### config.mk
export PLATFORM = sky130hd
export DESIGN_NAME = crc_polynomial_divider
export DESIGN_NICKNAME = d
export VERILOG_FILES = /design/src/rtl/crcpd_pkg.sv /design/src/rtl/crcpd_front.sv /design/src/rtl/crcpd_back.sv /design/src/rtl/crc_polynomial_divider.sv
export SDC_FILE = /design/constraint.sdc
export NUM_CORES = 1
export LEC_CHECK = 0
export BUFFER_PORTS_ARGS = -buffer_cell sky130_fd_sc_hd__buf_4
export CORE_MARGIN = 2
export CORE_UTILIZATION = 55
export CTS_BUF_LIST = sky130_fd_sc_hd__clkbuf_4 sky130_fd_sc_hd__clkbuf_8
export CTS_CLUSTER_DIAMETER = 100
export DETAILED_ROUTE_END_ITERATION = 10
export GPL_TIMING_DRIVEN = 0
export PLACE_DENSITY = 0.87
export SETUP_SLACK_MARGIN = 0.5
export SKIP_CTS_REPAIR_TIMING = 1
export SLEW_MARGIN = 10
export SYNTH_ARGS = -nofsm -noshare
export SYNTH_HDL_FRONTEND = slang
export SYNTH_SLANG_ARGS = --single-unit
### constraint.sdc
create_clock -name i_clk -period 8.1 [get_ports i_clk]
set_input_delay 1.62 -clock i_clk [delete_from_list [all_inputs] [get_ports i_clk]]
set_output_delay 1.62 -clock i_clk [all_outputs]
set_load 0.02 [all_outputs]
### src/rtl/crcpd_pkg.sv
// ============================================================================
// crcpd_pkg
// Shared types and constants for the bit-serial CRC polynomial divider.
// ============================================================================
package crcpd_pkg;

    // Generator limits and register widths
    localparam int MAX_POLY_LEN = 33;
    localparam int REM_W        = MAX_POLY_LEN - 1;
    localparam int REM_IDX_W    = $clog2(REM_W);
    localparam int LEN_W        = 6;
    localparam int CFG_DATA_W   = 32;
    localparam int CFG_ADDR_W   = 1;

    // Stream word widths
    localparam int S_TDATA_W    = 8;
    localparam int M_TDATA_W    = 40;

    // Front-to-back queue
    localparam int QUEUE_DEPTH  = 2;
    localparam int QPTR_W       = $clog2(QUEUE_DEPTH);
    localparam int QCNT_W       = $clog2(QUEUE_DEPTH + 1);

    // Configuration register indexes
    localparam logic [CFG_ADDR_W-1:0] REG_POLY_LOW_BITS = 1'b0;
    localparam logic [CFG_ADDR_W-1:0] REG_POLY_LEN      = 1'b1;

    // Reset values of the configuration registers
    localparam logic [CFG_DATA_W-1:0] POLY_LOW_BITS_RST = 32'h0000_8005;
    localparam logic [LEN_W-1:0]      POLY_LEN_RST      = 6'd17;

    // Item kinds decided by the front end
    typedef enum logic [1:0] {
        KIND_BIT     = 2'd0,
        KIND_END_CHK = 2'd1,
        KIND_END_GEN = 2'd2
    } t_kind;

    typedef struct packed {
        logic  data_bit;
        t_kind kind;
    } t_item;

    typedef struct packed {
        logic [CFG_DATA_W-1:0] poly_low_bits;
        logic [LEN_W-1:0]      poly_len;
    } t_cfg;

endpackage

### src/rtl/crcpd_front.sv
// ============================================================================
// crcpd_front
// Input side: takes stream words, tags each as a plain bit, a check-mode end
// or a generate-mode end, and holds them in a short queue for the back end.
// ============================================================================
module crcpd_front (
    input  logic                            i_clk,
    input  logic                            i_rst_n,
    input  logic                            i_s_tvalid,
    output logic                            o_s_tready,
    input  logic [crcpd_pkg::S_TDATA_W-1:0] i_s_tdata,   // [0] data_bit, rest zero
    input  logic                            i_s_tlast,
    input  logic                            i_s_tuser,   // [0] mode
    output crcpd_pkg::t_item                o_item,
    output logic                            o_item_valid,
    input  logic                            i_item_pop
);
    import crcpd_pkg::*;

    t_item               r_queue [QUEUE_DEPTH];
    logic [QPTR_W-1:0]   r_wr_ptr;
    logic [QPTR_W-1:0]   r_rd_ptr;
    logic [QCNT_W-1:0]   r_count;
    logic                push;
    logic                pop;
    t_item               item_in;

    // Classify the incoming word
    always_comb begin
        item_in.data_bit = i_s_tdata[0];
        if (!i_s_tlast) begin
            item_in.kind = KIND_BIT;
        end else if (i_s_tuser) begin
            item_in.kind = KIND_END_CHK;
        end else begin
            item_in.kind = KIND_END_GEN;
        end
    end

    assign o_s_tready   = (r_count != QCNT_W'(QUEUE_DEPTH));
    assign o_item_valid = (r_count != '0);
    assign o_item       = r_queue[r_rd_ptr];
    assign push         = i_s_tvalid && o_s_tready;
    assign pop          = i_item_pop && o_item_valid;

    // Queue storage
    always_ff @(posedge i_clk) begin
        if (push) begin
            r_queue[r_wr_ptr] <= item_in;
        end
    end

    // Queue pointers and fill count
    always_ff @(posedge i_clk) begin
        if (!i_rst_n) begin
            r_wr_ptr <= '0;
            r_rd_ptr <= '0;
            r_count  <= '0;
        end else begin
            if (push) begin
                r_wr_ptr <= r_wr_ptr + QPTR_W'(1);
            end
            if (pop) begin
                r_rd_ptr <= r_rd_ptr + QPTR_W'(1);
            end
            case ({push, pop})
                2'b10:   r_count <= r_count + QCNT_W'(1);
                2'b01:   r_count <= r_count - QCNT_W'(1);
                default: r_count <= r_count;
            endcase
        end
    end

endmodule

### src/rtl/crcpd_back.sv
// ============================================================================
// crcpd_back
// Division engine: one modulo-2 step per unstalled cycle, a zero-bit flush
// after a generate-mode end, and the output register of the result stream.
// ============================================================================
module crcpd_back (
    input  logic                            i_clk,
    input  logic                            i_rst_n,
    input  crcpd_pkg::t_cfg                 i_cfg,
    input  crcpd_pkg::t_item                i_item,
    input  logic                            i_item_valid,
    output logic                            o_item_pop,
    output logic                            o_m_tvalid,
    input  logic                            i_m_tready,
    // [0] quotient_bit, [1] quotient_valid, [33:2] remainder, rest zero
    output logic [crcpd_pkg::M_TDATA_W-1:0] o_m_tdata,
    output logic                            o_m_tlast,   // done_res
    output logic                            o_m_tuser    // [0] error_found
);
    import crcpd_pkg::*;

    typedef enum logic [1:0] {
        ST_RUN = 2'b01,
        ST_PAD = 2'b10
    } t_state;

    t_state             r_state;
    t_state             n_state;
    logic [REM_W-1:0]   r_rem;
    logic [LEN_W-1:0]   r_seen;
    logic [LEN_W-1:0]   r_pad_cnt;
    logic               r_out_valid;
    logic               r_out_q;
    logic               r_out_qv;
    logic [REM_W-1:0]   r_out_rem;
    logic               r_out_done;
    logic               r_out_err;

    logic               is_pad;
    logic               advance;
    logic               step_en;
    logic [LEN_W-1:0]   eff_len;
    logic [LEN_W-1:0]   w;
    logic [REM_W-1:0]   mask;
    logic [REM_IDX_W-1:0] top_idx;
    logic               step_bit;
    logic [REM_W-1:0]   rem_m;
    logic               q_avail;
    logic               q;
    logic [LEN_W-1:0]   seen_nxt;
    logic [REM_W-1:0]   rem_sh;
    logic [REM_W-1:0]   rem_nxt;
    logic               done;
    logic               start_pad;
    logic               err;

    assign is_pad     = (r_state == ST_PAD);
    assign advance    = !r_out_valid || i_m_tready;
    assign step_en    = advance && (is_pad || i_item_valid);
    assign o_item_pop = advance && !is_pad && i_item_valid;

    // Effective generator length and remainder width
    always_comb begin
        if (i_cfg.poly_len < LEN_W'(2)) begin
            eff_len = LEN_W'(2);
        end else if (i_cfg.poly_len > LEN_W'(MAX_POLY_LEN)) begin
            eff_len = LEN_W'(MAX_POLY_LEN);
        end else begin
            eff_len = i_cfg.poly_len;
        end
        w       = eff_len - LEN_W'(1);
        top_idx = REM_IDX_W'(w - LEN_W'(1));
        if (w == LEN_W'(REM_W)) begin
            mask = '1;
        end else begin
            mask = (REM_W'(1) << w) - REM_W'(1);
        end
    end

    // One division step
    always_comb begin
        step_bit = is_pad ? 1'b0 : i_item.data_bit;
        rem_m    = r_rem & mask;
        q_avail  = (r_seen >= w);
        q        = q_avail && rem_m[top_idx];
        seen_nxt = q_avail ? w : r_seen + LEN_W'(1);
        rem_sh   = ({rem_m[REM_W-2:0], step_bit}) & mask;
        rem_nxt  = q ? (rem_sh ^ (i_cfg.poly_low_bits[REM_W-1:0] & mask)) : rem_sh;
        done      = is_pad ? (r_pad_cnt == LEN_W'(1)) : (i_item.kind == KIND_END_CHK);
        start_pad = !is_pad && (i_item.kind == KIND_END_GEN);
        err       = !is_pad && (i_item.kind == KIND_END_CHK) && (rem_nxt != '0);
    end

    // Run / flush sequencing
    always_comb begin
        n_state = r_state;
        unique case (r_state)
            ST_RUN: begin
                if (step_en && start_pad) begin
                    n_state = ST_PAD;
                end
            end
            ST_PAD: begin
                if (step_en && done) begin
                    n_state = ST_RUN;
                end
            end
            default: n_state = ST_RUN;
        endcase
    end

    // Control state and division registers
    always_ff @(posedge i_clk) begin
        if (!i_rst_n) begin
            r_state     <= ST_RUN;
            r_rem       <= '0;
            r_seen      <= '0;
            r_out_valid <= 1'b0;
        end else begin
            r_state <= n_state;
            if (step_en) begin
                if (done) begin
                    r_rem  <= '0;
                    r_seen <= '0;
                end else begin
                    r_rem  <= rem_nxt;
                    r_seen <= seen_nxt;
                end
                r_out_valid <= 1'b1;
            end else if (i_m_tready) begin
                r_out_valid <= 1'b0;
            end
        end
    end

    // Flush counter and output word
    always_ff @(posedge i_clk) begin
        if (step_en) begin
            if (start_pad) begin
                r_pad_cnt <= w;
            end else begin
                r_pad_cnt <= r_pad_cnt - LEN_W'(1);
            end
            r_out_q    <= q;
            r_out_qv   <= q_avail;
            r_out_rem  <= done ? rem_nxt : '0;
            r_out_done <= done;
            r_out_err  <= err;
        end
    end

    assign o_m_tvalid = r_out_valid;
    assign o_m_tdata  = {(M_TDATA_W - REM_W - 2)'(0), r_out_rem, r_out_qv, r_out_q};
    assign o_m_tlast  = r_out_done;
    assign o_m_tuser  = r_out_err;

endmodule

### src/rtl/crc_polynomial_divider.sv
// ============================================================================
// crc_polynomial_divider
// Bit-serial modulo-2 long division of a message by a configurable generator.
// ============================================================================
// Usage:
//   Input stream: one message bit per word in tdata[0], tlast on the final
//   bit, tuser = 0 to generate (flush with zeros) or 1 to check a codeword.
//   Output stream: one word per step with the quotient bit and its valid
//   flag; the word with tlast carries the remainder, and tuser flags a
//   nonzero remainder in check mode.
//   Configuration: write poly_low_bits (index 0) or poly_len (index 1)
//   through the write port while the block is idle.
// Timing:
//   A word's first result passes through the input queue and then the
//   output register. One word per cycle is sustained while the receiver
//   takes every result; a generate-mode final word holds the division step
//   unit for its own bit and its zero-bit flush steps, during which the
//   two-entry input queue fills and then holds off input.
// Reset and stall:
//   Reset clears the remainder, bit count, queue and output register and
//   restores poly_low_bits = 0x8005, poly_len = 17. When the receiver
//   stalls, the output word holds and the input queue absorbs two words.
// ============================================================================
module crc_polynomial_divider (
    input  logic                             i_clk,
    input  logic                             i_rst_n,
    // Input stream
    input  logic                             i_s_tvalid,
    output logic                             o_s_tready,
    input  logic [crcpd_pkg::S_TDATA_W-1:0]  i_s_tdata,   // [0] data_bit, rest zero
    input  logic                             i_s_tlast,   // last
    input  logic                             i_s_tuser,   // [0] mode
    // Output stream
    output logic                             o_m_tvalid,
    input  logic                             i_m_tready,
    // [0] quotient_bit, [1] quotient_valid, [33:2] remainder, rest zero
    output logic [crcpd_pkg::M_TDATA_W-1:0]  o_m_tdata,
    output logic                             o_m_tlast,   // done_res
    output logic                             o_m_tuser,   // [0] error_found
    // Configuration write port
    input  logic                             i_cfg_we,
    input  logic [crcpd_pkg::CFG_ADDR_W-1:0] i_cfg_addr,
    input  logic [crcpd_pkg::CFG_DATA_W-1:0] i_cfg_wdata
);
    import crcpd_pkg::*;

    t_cfg  r_cfg;
    t_item item;
    logic  item_valid;
    logic  item_pop;

    // Configuration registers
    always_ff @(posedge i_clk) begin
        if (!i_rst_n) begin
            r_cfg.poly_low_bits <= POLY_LOW_BITS_RST;
            r_cfg.poly_len      <= POLY_LEN_RST;
        end else if (i_cfg_we) begin
            unique case (i_cfg_addr)
                REG_POLY_LOW_BITS: r_cfg.poly_low_bits <= i_cfg_wdata;
                REG_POLY_LEN:      r_cfg.poly_len      <= i_cfg_wdata[LEN_W-1:0];
                default:           r_cfg               <= r_cfg;
            endcase
        end
    end

    crcpd_front u_front (
        .i_clk        (i_clk),
        .i_rst_n      (i_rst_n),
        .i_s_tvalid   (i_s_tvalid),
        .o_s_tready   (o_s_tready),
        .i_s_tdata    (i_s_tdata),
        .i_s_tlast    (i_s_tlast),
        .i_s_tuser    (i_s_tuser),
        .o_item       (item),
        .o_item_valid (item_valid),
        .i_item_pop   (item_pop)
    );

    crcpd_back u_back (
        .i_clk        (i_clk),
        .i_rst_n      (i_rst_n),
        .i_cfg        (r_cfg),
        .i_item       (item),
        .i_item_valid (item_valid),
        .o_item_pop   (item_pop),
        .o_m_tvalid   (o_m_tvalid),
        .i_m_tready   (i_m_tready),
        .o_m_tdata    (o_m_tdata),
        .o_m_tlast    (o_m_tlast),
        .o_m_tuser    (o_m_tuser)
    );

endmodule

==> metrics.md <==
| Metric | Value |
|---|---|
| Root Driver | clkbuf_8 |
| Vias in the first global route | 7836 |
| H-tree level count | 4 |
| Max-cap viol count | 0 |
| Fin nets | 1201 |
| R2R Path End | u_back.o_m_tuser |
| Vias post-DR | 8746 |
| HP Class | reg -> reg |
| Synth Area in Compound Gates | 21.3% |
| Slowest stage delay, CP | 0.57 ns |
| Post-route ant nets | 0 |
| DRC | 0 |
| Worst Setup Path Type | reg -> reg |
| Synth Register Bits | 132 |
| Worst-path fanout max | 13 |
| Tmin final | 7.47 ns |
| Starting Density | 56.5% |
| Mux share of post-synthesis cell area | 2.59% |
| Dpl hpwl | 22600 um |
| WHS Path Cells | 2 |
| Core ar. | 0.0152 mm2 |
| Initial antenna violation count | 0 |
| Area delta synth->final | 16.8% |
| First-pass GRT wire length | 45600 um |
| Endpoint class of the critical path | flip-flop |
| Slew Limit Fails | 0 |
| Avg Vias per Cell | 6.55 |
| Power Density | 275 mW/mm2 |
| EDFF count, synth | 48 |
| DR WL/cell | 22.9 um |
| Worst path slowest cell | or4_4 |
| Iter 0 DRT Violations | 1240 |
| Synth Area in XOR/XNOR | 3.05% |
| I/O pin count | 92 |
| RePlAce Congestion | 1.04 |
| DIE HEIGHT | 129 um |
| Tot GR Track Use | 36.8% |
| Slew margin rel. | 30.3% |
| RSZ-0062 raised after global routing | no |
| Tcrit/Tclk final | 92.3% |
| Port buffer count | 75 |
| TritonCTS Sinks | 132 |
| Synth Instances | 1026 |
| Skew final | 0.0172 ns |
| Worst r2r src | r_cfg[4] |
| Post-Synth Adder-Cell Area | 2.74% |
| Largest family of logic cells by synthesized area | simple AND/OR/NAND/NOR gates |
| Asr flop ratio synth | 0% |
| Top cells by area, synth | dfxtp_1 (20%), edfxtp_1 (17%), nand2_1 (7.3%) |
| Maximum vdd drop | 0.161 mV |
| Fmax | 134 MHz |
| Placed cells | 1295 |
| Critical path data required time | 8.29 ns |
| Gr ovfl total | 0 |
| Worst hold endpoint | r_cfg[11] |
| Power, Total | 2.76 mW |
| Ys Warns | 0 |
| Outcome | complete, no violations |
| HP Start | r_cfg[11] |
| # rows | 45 |
| Pleak | 3.74 nW |
| Largest area contributor in the netlist | dfxtp_1 |
| Drt total wl | 30600 um |
| Kind of launch point of the worst setup path | flip-flop |
| DRT Pass-1 Iters | 6 |
| Simple-gate share of the synthesized area | 28.0% |
| CTS tree | done |
| CTS Buffer Depth | 2 |
| Reg clk slew, reported paths | 0.09 ns |
| Num CTS Buffers | 17 |
| Inserted Diodes | 0 |
| Die ar. | 0.0166 mm2 |
| Register area share after synthesis | 36.4% |
| Finish-stage setup viols | 0 |
| Share of layout cells above drive strength 1 | 19.8% |
| Endpoints failing hold | 0 |
| Mean Syn Cell Area | 8.37 um2 |
| Worst r2r path cells | 28 |
| CP Data Arrival Time | 7.66 ns |
| Post-synth top flop | dfxtp_1 |
| Clock insertion delay at the later pin of the skew report | 0.47 ns |
| Fin cells | 1336 |
| Post-synth top area share | 19.6% |
| Reg-to-reg slack, setup | 0.63 ns |
| Die width | 129 um |
| Worst-Margin Slew | 1.04 ns |
| Synth cell types | 94 |
| Pin count of the biggest net entering global routing | 29 |
| Mapped cell area | 0.00858 mm2 |
==> state kept, by name, indices dropped and copies added (netlist names), 2 cells and up, named ones only <==
register and flops:
r_cfg 38, u_back.r_out_rem 32, u_back.r_rem 32, u_back.r_pad_cnt 6, u_back.r_seen 6, u_front.r_queue 6, u_back.r_state 2, u_front.r_count 2
==> critical path: cells and delay by family, from the launching register on <==
kind	cells	cell delay, ns
compound gates	9	2.20
fa+ha+maj	3	0.79
simple gates	6	1.77
mux	1	0.27
buf+inv	9	1.73
flops	1	0.38
==> worst max-delay path by stage <==
stage / start / cells after the start / slack (ns) / end
after global placement: r_cfg[3] / 26 / -0.46 / u_back.o_m_tuser
final: r_cfg[4] / 28 / 0.63 / u_back.o_m_tuser
after detailed placement: r_cfg[3] / 26 / -0.45 / u_back.o_m_tuser
after floorplan: r_cfg[4] / 26 / 2.01 / u_back.o_m_tuser
after CTS: r_cfg[3] / 26 / -0.46 / u_back.o_m_tuser
after global routing: r_cfg[4] / 22 / 0.61 / u_back.o_m_tuser
==> stage by stage <==
stage / setup TNS, ns / utilization, % / hold WS, ns / cell area (um2) / setup slack (ns)
after floorplan: 0 / - / 0.430 / 8600 / 2.01
after global placement: -0.542 / 61.8 / 0.448 / 9400 / -0.459
after detailed placement: -0.469 / 62.0 / 0.451 / 9420 / -0.446
after CTS: -0.537 / 64.8 / 0.463 / 9850 / -0.460
after global routing: 0 / 65.9 / 0.490 / 10000 / 0.610
final: 0 / 65.9 / 0.464 / 10000 / 0.628
==> cell usage in the layout, fill, tap and decap left out, drive strengths merged, types with 11 or more instances in the layout <==
master | synthesis | routed
nand4 | 26 | 26
inv | 19 | 28
nor2b | 23 | 23
edfxtp | 48 | 48
dfxtp | 84 | 84
nor2 | 73 | 73
nor4 | 15 | 15
o21ai | 54 | 54
ha | 18 | 18
a21boi | 38 | 38
and2 | 38 | 38
buf | 39 | 124
a211oi | 12 | 12
a21oi | 33 | 33
xnor2 | 18 | 18
nand2 | 167 | 167
nand3 | 39 | 39
nand2b | 11 | 11
nor3b | 21 | 21
clkbuf | 42 | 60
xor2 | 11 | 11
nor3 | 22 | 22
==> layer usage <==
| layer | vias to the layer above | GRT usage (%) | routed length, um | part of all wire [%] |
|---|---|---|---|---|
| li1 | 3924 | - | - | - |
| met1 | 4082 | 50.1 | 12100 | 40 |
| met2 | 613 | 54.4 | 13100 | 43 |
| met3 | 127 | 7.65 | 3490 | 11 |
| met4 | 0 | 21.1 | 1900 | 6.2 |
| met5 | - | 0 | 0 | 0 |
==> cells by family (layout without fill, tap and decap cells) <==
kind of cell / count (synthesis) / after routing
AO/OA/AOI/OAI: 252 / 252
buffers and inverters: 104 / 221
other: 1 / 6
flip-flops: 132 / 132
XOR/XNOR: 29 / 29
multiplexers: 19 / 19
AND/OR/NAND/NOR: 470 / 470
adder cells (fa/ha/maj): 19 / 19
==> cell usage after synthesis (6+ instances only) <==
| master | instances |
|---|---|
| nand2b_1 | 10 |
| a211oi_1 | 8 |
| edfxtp_1 | 48 |
| nor4_1 | 14 |
| inv_1 | 16 |
| nor3b_2 | 7 |
| xnor2_1 | 17 |
| mux2i_1 | 8 |
| or3_1 | 6 |
| a21oi_1 | 32 |
| o22ai_1 | 6 |
| and3_1 | 9 |
| mux2_2 | 7 |
| o211ai_1 | 8 |
| xor2_1 | 11 |
| and2_1 | 38 |
| dfxtp_1 | 84 |
| a22oi_1 | 10 |
| nand3_1 | 37 |
| buf_6 | 6 |
| buf_2 | 21 |
| nand4_1 | 26 |
| a31oi_1 | 8 |
| o21a_1 | 9 |
| nand2_1 | 166 |
| o31ai_1 | 6 |
| or2_2 | 6 |
| o21ai_0 | 48 |
| buf_4 | 12 |
| o2111ai_1 | 8 |
| nor2_1 | 69 |
| nor3_1 | 21 |
| nor3b_1 | 14 |
| ha_1 | 18 |
| a21boi_0 | 38 |
| nor2b_1 | 23 |
| clkbuf_1 | 42 |
==> layout make-up <==
cell class | count | area, um2
clock inverter | 14 | 189
multi-input combinational | 795 | 5060
clock buffer | 18 | 241
sequential | 132 | 3120
buffer | 81 | 428
inverter | 23 | 95.1
tap | 188 | 235
timing repair buffer | 85 | 651
fill | 1267 | 5180
==> report_power, final <==
group | switching, mW | internal (mW) | total [mW] | leakage (nW)
sequential | 0.0621 | 0.835 | 0.897 | 1.15
clock | 0.298 | 0.319 | 0.617 | 0.223
combinational | 0.843 | 0.402 | 1.25 | 2.37
total | 1.20 | 1.56 | 2.76 | 3.74
No activity file was read; power rests on OpenSTA's default activity.
